**src/hw/rtl/ecdt_pkg.sv**
```systemverilog
`default_nettype none

package ecdt_pkg;

    localparam int CHANNELS_DEF    = 8;
    localparam int EVENT_SLOTS_DEF = 256;

    // Field widths of one transfer on either channel.
    localparam int ACT_W   = 2;
    localparam int EVT_W   = 8;
    localparam int CHN_W   = 4;
    localparam int DLY_W   = 24;
    localparam int LRG_W   = 23;
    localparam int APP_W   = 24;
    localparam int USED_W  = 9;

    localparam int S_TDATA_W = 40;
    localparam int M_TDATA_W = 88;

    // Return factor registers, Q1.15.
    localparam int NUM_RET    = 8;
    localparam int CFG_IDX_W  = 3;
    localparam int RET_W      = 16;
    localparam logic [RET_W-1:0] RET_ONE = 16'd32768;

    localparam int PROD_W = RET_W + 1 + DLY_W;

    typedef enum logic [ACT_W-1:0] {
        ACT_STORE = 2'd0,
        ACT_QUERY = 2'd1,
        ACT_ERASE = 2'd2,
        ACT_CLEAR = 2'd3
    } action_t;

    typedef enum logic [2:0] {
        ALU_NOP,
        ALU_CLR,
        ALU_SCAN,
        ALU_MUL,
        ALU_RND
    } alu_op_t;

    typedef struct packed {
        alu_op_t          op;
        logic             mark_hit;
        logic             take_raw;
        logic [RET_W-1:0] keep;
    } alu_cmd_t;

endpackage

`default_nettype wire

```
**src/hw/rtl/ecdt_ret_regs.sv**
```systemverilog
`default_nettype none

module ecdt_ret_regs
    import ecdt_pkg::*;
(
    input  wire logic                 aclk,
    input  wire logic                 aresetn,
    input  wire logic                 cfg_we,
    input  wire logic [CFG_IDX_W-1:0] cfg_addr,
    input  wire logic [RET_W-1:0]     cfg_wdata,
    input  wire logic [2:0]           sel_ch,
    output logic      [RET_W-1:0]     keep
);

    logic [RET_W-1:0] ret_reg [NUM_RET];
    logic [RET_W-1:0] wr_val;

    // Factors above 1.0 are held at 1.0.
    assign wr_val = (cfg_wdata > RET_ONE) ? RET_ONE : cfg_wdata;

    always_ff @(posedge aclk) begin
        if (!aresetn) begin
            for (int i = 0; i < NUM_RET; i++) begin
                ret_reg[i] <= '0;
            end
        end else if (cfg_we) begin
            ret_reg[cfg_addr] <= wr_val;
        end
    end

    // Fraction of the raw delay that is taken off the largest delay.
    assign keep = RET_ONE - ret_reg[sel_ch];

endmodule

`default_nettype wire

```
**config.mk**
```make
export PLATFORM = sky130hd
export DESIGN_NAME = ecdt_ret_regs
export DESIGN_NICKNAME = d
export VERILOG_FILES = /design/src/hw/rtl/ecdt_pkg.sv /design/src/hw/rtl/ecdt_ret_regs.sv
export SDC_FILE = /design/constraint.sdc
export NUM_CORES = 1
export LEC_CHECK = 0
export ABC_AREA = 1
export BUFFER_PORTS_ARGS = -buffer_cell sky130_fd_sc_hd__buf_2
export CAP_MARGIN = 25
export CORE_UTILIZATION = 40
export CTS_CLUSTER_DIAMETER = 40
export DETAILED_ROUTE_END_ITERATION = 8
export MAX_ROUTING_LAYER = met4
export PLACE_DENSITY = 0.63
export SYNTH_ARGS = -nofsm -noshare
export SYNTH_HDL_FRONTEND = slang
export SYNTH_SLANG_ARGS = --single-unit
```
**constraint.sdc**
```tcl
create_clock -name aclk -period 5.2 [get_ports aclk]
set_input_delay 0.26 -clock aclk [delete_from_list [all_inputs] [get_ports aclk]]
set_output_delay 0.26 -clock aclk [all_outputs]
set_load 0.03 [all_outputs]
```
[Yosys cells after proc, flatten, opt, wreduce, memory -nomap -nowiden]
Memory sizes are Yosys's and may differ from the RTL's.
Cells that the tools add are included.
Widths: inputs -> output; s select.
Cells by class
  add/sub/neg operators: 1
  $lt $le $gt $ge: 1
  multiplexer cells: 8
  reduce and logical (&&, ||, !) cells: 1
Operator list (count)
  $mux 16: 2
  $gt 16x16->1 const B: 1
  $reduce_or 16->1: 1
  $sub 16x16->16 const A: 1
  $mux 1: 5
  $mux 3: 1
Storage, ports and cells
  register bits: 0
  RAM bits: 128
  input port bits: 25
  output and inout bits: 16
  logic and storage cells: 12
  memories kept: 1
Memories
  ret_reg: depth 8, width 16, read ports 1, clocked after memory_dff 0, write ports 8, line ecdt_ret_regs.sv:15  | logic [RET_W-1:0] ret_reg [NUM_RET];

[Logic depth before layout (Yosys ltp)]
  word-level depth: 5
  depth in mapped cells: 14
  gate-level depth less buffers: 13

[Worst setup path before layout]
No wires, ideal clock.
  kind: in2out
  start: input sel_ch[1]
  end: output keep[8]
  arrival time: 1.854 ns
  required time: 4.940 ns
  slack: 3.086 ns
  stages on the path: 10
  buffers on the path: 2
  path through: buf_2 > inv_2 > buf_2 > nand3_1 > nand3_1 > o21ai_2 > ha_1 > nand3_2 > nor2_4 > xor2_1
Between the ends
  cells in the longest elaborated chain, start to end: 2
RTL lines
  from (decl): line ecdt_ret_regs.sv:11  | input wire logic [2:0] sel_ch,
  $mem_v2 8x16
  $sub 16x16->16: line ecdt_ret_regs.sv:32  | assign keep = RET_ONE - ret_reg[sel_ch];
  to (decl): line ecdt_ret_regs.sv:12  | output logic [RET_W-1:0] keep
Every way passes these cells.

[Final worst setup path]
Same ends and word-level chain as after synthesis.

==> results.md <==
* Die X at 131 um
* Row Count at 46
* CTS clk-pin slew, worst paths at 60 ps
* Clock root buffer: clkbuf_16
* Syn Std Cell Area at 0.00668 sq mm
* GRT overflow at 0
* Multi-input logic area at 0.00223 sq mm
* Number of synthesis warnings at 0
* Initial Util at 0.415
* CTS tree: yes
* Cell variety after synth at 25
* VDD IR max at 0.178 mV
* Routability Congestion at 0.801
* # DRC at 0
* Core area at 0.0161 sq mm
* Critical path class: in2out
* Req. time, crit path at 4940 ps
* # resized after CTS at 0
* Grt peak-use layer: met1
* LEAKAGE at 0.00339 uW
* Initial drt markers at 503
* Hold buffers post-CTS at 0
* CP top delay family: buffers and inverters
* DR pass1 iterations at 5
* Area growth syn-to-layout at 13.9%
* Data arrival, critical path at 2510 ps
* Final worst path period need at 2770 ps
* Max-cap viol count at 0
* Fin nets at 862
* Status: finished, final reports clean
* Min-Delay Path Class: in2reg
* Setup fix buffers added after clock tree synthesis at 0
* Slew HR at 0.305
* Seq/Total Area, Yosys at 0.575
* GR Layer Usage met1 at 0.312
* I/O Pins at 41
* CP max-delay cell: buf_4
* Share of cells above drive strength 1 at 0.106
* Post-DP HPWL at 10100 um
* Max Freq at 0.361 GHz
* Final core occ at 0.472
* I/O Buffers at 40
* Max FO, Critical Path at 34
* Routed len/inst at 15.8 um
* Worst setup SP type: input pin
* Worst-path cell chain: buf_2 > buf_4 > inv_2 > nand3_1 > nand2_1 > o21ai_2 > ha_1 > nand3_2 > nor2_4 > xor2_1 > buf_2
* CP Capture Type: primary output
* Antenna Violating Nets Remaining at 0
* Fin. Hold Viols at 0
* Syn nets at 834
* First-pass GRT wire length at 26800 um
* Post-synthesis register bit count at 128
* Avg Vias per Cell at 4.85
* Tcrit/Tclk final at 0.533
* Top cell by count, worst path: buf_2
* P per Cell Area at 363 mW/mm^2
* Crit-path max cell delay at 380 ps
* Max-slew violations at 0
* Worst Setup SP: sel_ch[1]
* Final setup violation count at 0
* Die height at 131 um
* Die area at 0.0172 sq mm
* Synth Instances at 808
* RSZ-0062 raised after global routing: no
* Max reg flops at 128
* Met2 Track Usage GR at 0.310
* H-tree depth at 4
* Initial antenna violation count at 0
* DR vias at 5165
* GRT Total Usage at 0.214
* Clk sinks at 128
* Largest net degree at the start of global routing at 66
* Post-synthesis average cell area at 8.27 sq um
* Diode count at 0
* Vias in the first global route at 4772
* Inserted Clock Buffers at 17
* Hold Startpoint: cfg_wdata[15]
* Final wirelength at 16900 um
* Buffer and inverter count on the worst path at 4
* Seq. cell area at 0.00384 sq mm
* Slew @ Worst Pin at 1040 ps
* TNS Setup at 0 ps
* CTS Buffer Depth at 2
* Filler instances at 1588
* Met3 usage at 0.0328
worst paths after layout:
check / end / slack, ps / cells after the start
worst min-delay path: ret_reg[1][15] / 320 / 3
worst max-delay path: keep[8] / 2430 / 11
logic make-up (layout without fill, tap and decap cells):
group / after synthesis / after routing / synth area share
simple gates: 512 / 512 / 0.309
buf+inv: 145 / 186 / 0.0904
flops: 128 / 128 / 0.575
compound gates: 15 / 15 / 0.0142
xor+xnor: 7 / 7 / 0.00917
fa+ha+maj: 1 / 1 / 0.00187
metal layers:
metal  routed length, um  up-vias
met5                   0        -
met4                 141        0
met3                1200       12
met2                7520      179
met1                8010     2377
li1                    -     2597
layout by cell type (no fill, tap or decap), types with 4 or more instances in the layout:
cell type	instances
xor2_1	7
nand2_1	276
clkbuf_16	17
inv_1	106
edfxtp_1	128
buf_2	40
inv_2	4
nand3_1	70
o21ai_0	5
clkinv_2	6
nor2_1	150
o21ai_2	4
nor2_2	4
bufinv_16	4
worst min-delay path, cell delays in order:
cell and delay, ps:
buf_2 90, inv_1 140, nor2_1 130
synthesized netlist by cell type:
| cell type | number | area [sq um] |
|---|---|---|
| o22ai_1 | 2 | 12.5 |
| nand3_2 | 2 | 20.0 |
| nor2_4 | 2 | 22.5 |
| clkbuf_1 | 11 | 41.3 |
| o21a_1 | 1 | 7.51 |
| buf_6 | 4 | 45.0 |
| nand2_2 | 1 | 6.26 |
| edfxtp_1 | 128 | 3840 |
| o21ai_2 | 4 | 35.0 |
| nor3_1 | 1 | 5.00 |
| inv_2 | 4 | 15.0 |
| nand2_1 | 276 | 1040 |
| nor4_1 | 3 | 18.8 |
| nor2_1 | 150 | 563 |
| nand4_1 | 3 | 18.8 |
| nor2_2 | 4 | 25.0 |
| xor2_1 | 7 | 61.3 |
| buf_2 | 15 | 75.1 |
| buf_4 | 3 | 22.5 |
| ha_1 | 1 | 12.5 |
| nand3_1 | 70 | 350 |
| o21ai_1 | 3 | 15.0 |
| o21ai_0 | 5 | 25.0 |
| inv_1 | 106 | 398 |
| buf_1 | 2 | 7.51 |
where the power goes:
part	leakage (uW)	internal [uW]	switching, uW	total (uW)
sequential	0.00123	1200	15.1	1210
clock	0.000294	793	432	1230
combinational	0.00187	85.4	241	326
area by class of cell:
class	instances	area share
clock buffer	19	0.0569
inverter	110	0.0542
sequential	128	0.505
multi-input combinational	535	0.294
timing repair buffer	44	0.0329
clock inverter	13	0.0222
tap	216	0.0355
through the flow:
stage / setup slack, ps / std cells / area (sq um) / total power, uW / hold WS [ps]
floorplan: 3090 / 808 / 6680 / 1460 / 549
global placement: 2340 / 1031 / 6980 / 1550 / 722
detailed placement: 2390 / 1032 / 7000 / 1560 / 733
CTS: 2420 / 1064 / 7600 / 2770 / 296
global route: 2180 / 1065 / 7610 / 2860 / 333
finish: 2430 / 1065 / 7610 / 2760 / 319
No activity file was read; power rests on OpenSTA's default activity.
