===== config.mk =====
export PLATFORM = sky130hd
export DESIGN_NAME = ecdt_alu
export DESIGN_NICKNAME = d
export VERILOG_FILES = /design/src/hw/rtl/ecdt_pkg.sv /design/src/hw/rtl/ecdt_alu.sv
export SDC_FILE = /design/constraint.sdc
export NUM_CORES = 1
export LEC_CHECK = 0
export BUFFER_PORTS_ARGS = -buffer_cell sky130_fd_sc_hd__clkbuf_2
export CAP_MARGIN = 30
export CORE_MARGIN = 2
export CORE_UTILIZATION = 55
export DETAILED_ROUTE_END_ITERATION = 10
export PLACE_DENSITY = 0.82
export REMOVE_ABC_BUFFERS = 1
export SLEW_MARGIN = 20
export SYNTH_ARGS = -nofsm -noshare
export SYNTH_HDL_FRONTEND = slang
export SYNTH_SLANG_ARGS = --single-unit

===== constraint.sdc =====
create_clock -name aclk -period 7.3 [get_ports aclk]
set_input_delay 0.73 -clock aclk [delete_from_list [all_inputs] [get_ports aclk]]
set_output_delay 0.73 -clock aclk [all_outputs]
set_load 0.01 [all_outputs]

===== src/hw/rtl/ecdt_pkg.sv =====
`default_nettype none

package ecdt_pkg;

    localparam int CHANNELS_DEF    = 8;
    localparam int EVENT_SLOTS_DEF = 256;

    // Field widths of one transfer on either channel.
    localparam int ACT_W   = 2;
    localparam int EVT_W   = 8;
    localparam int CHN_W   = 4;
    localparam int DLY_W   = 24;
    localparam int LRG_W   = 23;
    localparam int APP_W   = 24;
    localparam int USED_W  = 9;

    localparam int S_TDATA_W = 40;
    localparam int M_TDATA_W = 88;

    // Return factor registers, Q1.15.
    localparam int NUM_RET    = 8;
    localparam int CFG_IDX_W  = 3;
    localparam int RET_W      = 16;
    localparam logic [RET_W-1:0] RET_ONE = 16'd32768;

    localparam int PROD_W = RET_W + 1 + DLY_W;

    typedef enum logic [ACT_W-1:0] {
        ACT_STORE = 2'd0,
        ACT_QUERY = 2'd1,
        ACT_ERASE = 2'd2,
        ACT_CLEAR = 2'd3
    } action_t;

    typedef enum logic [2:0] {
        ALU_NOP,
        ALU_CLR,
        ALU_SCAN,
        ALU_MUL,
        ALU_RND
    } alu_op_t;

    typedef struct packed {
        alu_op_t          op;
        logic             mark_hit;
        logic             take_raw;
        logic [RET_W-1:0] keep;
    } alu_cmd_t;

endpackage

`default_nettype wire


===== src/hw/rtl/ecdt_alu.sv =====
`default_nettype none

module ecdt_alu
    import ecdt_pkg::*;
(
    input  wire logic                    aclk,
    input  wire alu_cmd_t                cmd,
    input  wire logic signed [DLY_W-1:0] rd_data,
    output logic             [LRG_W-1:0] largest,
    output logic signed      [DLY_W-1:0] raw,
    output logic             [APP_W-1:0] applied
);

    logic        [LRG_W-1:0]  top_reg;
    logic signed [DLY_W-1:0]  raw_reg;
    logic signed [PROD_W-1:0] prod_reg;
    logic        [APP_W-1:0]  app_reg;

    logic signed [PROD_W-1:0] blend;
    logic        [PROD_W-1:0] rounded;
    logic                     bigger;

    assign bigger = rd_data > $signed({1'b0, top_reg});

    // Blend at 15 fraction bits, floor at zero, round half up to 24 bits.
    assign blend   = $signed({3'b000, top_reg, 15'd0}) - prod_reg;
    assign rounded = (blend[PROD_W-1] ? '0 : $unsigned(blend)) + PROD_W'(16384);

    always_ff @(posedge aclk) begin
        unique case (cmd.op)
            ALU_CLR: begin
                top_reg <= '0;
                raw_reg <= '0;
            end
            ALU_SCAN: begin
                if (cmd.mark_hit && bigger) begin
                    top_reg <= rd_data[LRG_W-1:0];
                end
                if (cmd.take_raw) begin
                    raw_reg <= rd_data;
                end
            end
            ALU_MUL: begin
                prod_reg <= $signed({1'b0, cmd.keep}) * raw_reg;
            end
            ALU_RND: begin
                if (|rounded[PROD_W-1:APP_W+15]) begin
                    app_reg <= '1;
                end else begin
                    app_reg <= rounded[APP_W+14:15];
                end
            end
            default: begin
            end
        endcase
    end

    assign largest = top_reg;
    assign raw     = raw_reg;
    assign applied = app_reg;

endmodule

`default_nettype wire


Word level (Yosys, flattened, before mapping)

Cells that the tools add are included.

Register bits after elaboration: 112
Bits of input ports: 46
Output and inout port bits: 71
Logic and storage cells: 24

$add $sub $neg: 2
$mul: 1
Order comparisons: 1
Equal/unequal tests: 6
Muxes and demuxes: 5
Reductions and logical operators: 5

Operator list:

| kind                                                | number |
|---|---|
| case mux 24 bit (2 select lines)                    | 1 |
| case mux 23 bit (2 select lines)                    | 1 |
| adder 40 x 15 -> 41 bit, second input constant      | 1 |
| multiplier 17 x 24 -> 41 bit                        | 1 |
| subtractor 39 x 41 -> 41 bit                        | 1 |
| two-way mux 40 bit                                  | 1 |
| > comparator 24 bit                                 | 1 |
| two-way mux 24 bit                                  | 1 |
| two-way mux 23 bit                                  | 1 |
| equality test 3 x 2 -> 1 bit, second input constant | 2 |
| inequality test 2 bit, second input constant        | 2 |
| AND reduction 2 bit                                 | 2 |
| equality test 3 x 1 -> 1 bit, second input constant | 1 |
| equality test 3 bit, second input constant          | 1 |
| nonzero test 2 bit                                  | 1 |
| OR reduction 2 bit                                  | 1 |
| logical AND 1 bit                                   | 1 |

Depth between registers and ports, before layout

Depth after elaboration: 4
Gate-level depth with buffers: 26
Depth with buffers taken out: 24

Least setup slack after synthesis

Ideal clock, no wire load.

Path type: input to register
Start: input cmd[2] (netlist name)
End: register prod_reg[39] (data pin)
Setup time: 0.265 ns
Arrival time: 6.429 ns
Data required time: 7.035 ns
Slack: 0.605 ns
Stages on the path: 22
Path buffers: 1
Cells stage by stage: clkbuf_1 > nand2_1 > fa_1 > fa_1 > inv_1 > fa_1 > fa_1 > fa_1 > inv_1 > fa_1 > inv_1 > ha_1 > nand2_1 > or3_1 > nor3_1 > o2111ai_1 > a31oi_1 > a41oi_1 > o211ai_1 > a31oi_1 > o21ai_0 > xor2_1

Word-level cells in the longest chain between the ends: 1

Ends and longest elaborated chain:

| item                         | line           | RTL |
|---|---|---|
| from (decl)                  | ecdt_alu.sv:7  | `input wire alu_cmd_t cmd,` |
| multiplier 17 x 24 -> 41 bit | ecdt_alu.sv:44 | `prod_reg <= $signed({1'b0, cmd.keep}) * raw_reg;` |
| to (signal assigned)         | ecdt_alu.sv:44 |  |
| to (decl)                    | ecdt_alu.sv:16 | `logic signed [PROD_W-1:0] prod_reg;` |

No other way between the ends.
A chain may end at the register's enable or synchronous reset.

Worst setup path after layout

Start: input cmd[8] (netlist name)
End: register prod_reg[40] (data pin)

The elaborated chain is that of the path after synthesis.

==> impl_metrics.ini <==
[placed_design]
place_area_um2 = 22000
portBuffers = 116
routabilityCongestion = 0.922
place_hpwl_mm = 44.6
place_ws_ps = -234

[worst_setup_path]
path_max_fanout = 15
crit_type = in -> reg
worstPathArrival_ps = 7150
setup.worst_path.start_class = input port
cp-end-kind = flip-flop
cp.required_ps = 7440

[grt]
grt_max_degree = 25
grt_pass1_vias = 17400
antenna_found_initial = 1
overflow = 0
grt_pass1_wl_mm = 88.2
grt_use_total = 0.291

[drt]
viasPerCell = 5.66
drcViolationCount = 0
drt-total-wl_mm = 53.9
drtAntennaViolNets = 0
firstDrtPassIters = 5
drt_iter0_drc = 1336
drt-wirelength-per-cell_um = 19.3
vias = 15800

[sta]
layout_min_cycle_time_ps = 7010
rsz0062_at_grt = no
final_hold_viol_count = 0
skew_ps = 9.71
period_share = 0.960
setup_violations = 0
maxSlewViolCount = 0
setup_ws_ps = 292
worst_pin_slew_ps = 827
fmax_ghz = 0.143
timing.slew.headroom = 0.444

[cells_and_area]
largest_reg_flops = 41
layout_common_cells = inv_1 (509), fa_1 (377), nand2_1 (284)
fin_util = 0.612
layout_commonest_cell = inv_1
layout-drive-gt1-share = 0.113
nets = 2884
area_growth_pct = 9.23
fin_area_um2 = 22500

[floorplan]
initial_core_util = 0.561
coreArea_um2 = 36700
die_height_um = 197
ios = 117
die-area_um2 = 39000
rows = 70
fp.dieW_um = 197

[synthesis]
ys_ff_latch = 112
synth_cells = 2176
netlist_area_um2 = 20600
synth_seq_area_share = 0.163
yosys_most_used_dff = edfxtp_1
avgSynthCellArea_um2 = 9.46
synth.distinct_cells = 73
synthArstFlopShare = 0
synth_edf_count = 112
ys_warn_count = 0

[clocking]
cts_tree = built
path_clk_slew_ps = 80
cts_root_buffer = clkbuf_16
cts_buffer_depth = 2
clkSinkCount = 112
cts_buffers = 9
clk_latency_ps = 360
ctsHtreeMaxLevel = 3

[flow_run]
maxCapViolations = 0

[worst_hold_path]
hp-class = in -> reg

[status]
status = complete, no violations
-- logic make-up (layout without fill, tap and decap cells) --
| group | after synthesis | after routing | synth area share |
|---|---|---|---|
| muxes | 4 | 4 | 0.00201 |
| buffers and inverters | 583 | 725 | 0.108 |
| adders and majority gates | 525 | 525 | 0.457 |
| xor gates and xnor gates | 76 | 76 | 0.0324 |
| AOI/OAI and AO/OA | 234 | 234 | 0.0796 |
| and+or+nand+nor | 642 | 642 | 0.158 |
| other | 0 | 1 | 0 |
| DFF | 112 | 112 | 0.163 |
-- synthesized netlist by cell type (all sizes together) (3+ instances only) --
cell type	number	area share
a2111o	3	0.0016
a2111oi	3	0.0013
a211oi	9	0.0035
a21boi	4	0.0015
a21o	28	0.010
a21oi	61	0.015
a221o	3	0.0015
a31oi	3	0.00091
and2	178	0.054
and3	9	0.0027
and4	3	0.0014
buf	8	0.0031
clkbuf	66	0.012
edfxtp	112	0.16
fa	377	0.37
ha	148	0.090
inv	509	0.093
mux2i	3	0.0015
nand2	284	0.052
nand2b	11	0.0033
nand3	20	0.0055
nand4	17	0.0052
nor2	54	0.0099
nor2b	8	0.0024
nor3	25	0.0068
nor3b	4	0.0015
nor4	7	0.0038
nor4b	3	0.0030
o211a	4	0.0019
o211ai	9	0.0040
o21a	17	0.0062
o21ai	46	0.011
o21bai	8	0.0031
o22ai	12	0.0073
o31a	3	0.0013
o31ai	4	0.0015
or2	5	0.0015
or3	8	0.0024
xnor2	57	0.024
xor2	19	0.0081
-- metal layers --
layer | global-route usage | up-vias | routed length (µm)
met1 | 0.372 | 7902 | 20900
met5 | 0 | - | 17
met3 | 0.0425 | 151 | 4610
met4 | 0.120 | 2 | 2110
met2 | 0.498 | 742 | 26200
li1 | - | 6978 | -
-- what timing repair did --
action                                  4_1_cts  5_1_grt
hold buffers                                  0        0
resized for setup                             1        2
buffers inserted                              0       10
endpoints found under the setup margin        1        3
-- worst max-delay path, cell delays in order --
cell and delay (ps):
clkbuf_2 390, buf_4 230, nand2_1 80, fa_1 560, inv_1 70, fa_1 500
fa_1 580, fa_1 430, fa_1 490, inv_1 60, fa_1 550, inv_1 60
ha_1 370, nand3_1 150, nor2_1 130, nand2_1 80, a211oi_2 420, o21ai_0 190
buf_4 170, a21oi_1 250, o41ai_1 130, mux2i_1 120, a2111oi_0 390
-- path summary, 6_finish.rpt --
kind	end	slack, ps	from	cells after the start
worst max register to register	prod_reg[39]$_DFFE_PN_	300	raw[7]$_SDFFCE_PN0P_	22
worst min-delay path	largest[18]$_SDFFCE_PN0P_	700	rd_data[18]	2
worst max-delay path	prod_reg[40]$_DFFE_PN_	290	cmd[8]	23
worst min register to register	applied[2]$_SDFFCE_PP1N_	1000	prod_reg[14]$_DFFE_PN_	4
-- layout make-up --
class	count	area [µm²]
diodes	1	2.50
clock buffers	9	225
clock inverters	7	66.3
fillers	2972	14200
inverters	509	1910
multi-input cells	1481	15000
flip-flops and latches	112	3360
well taps	468	586
repair buffers	200	1290
-- metrics by stage --
step / hold WS, ps / cells / TNS (ps)
after global placement: 968 / 2758 / -5.71
after CTS: 690 / 2775 / 0
after floorplan: 811 / 2102 / 0
after detailed placement: 1000 / 2759 / -284
final: 701 / 2787 / 0
after global routing: 713 / 2786 / 0
Power is not shown: default switching activity piles up to over one toggle a cycle in this logic, so the estimate is an artifact.
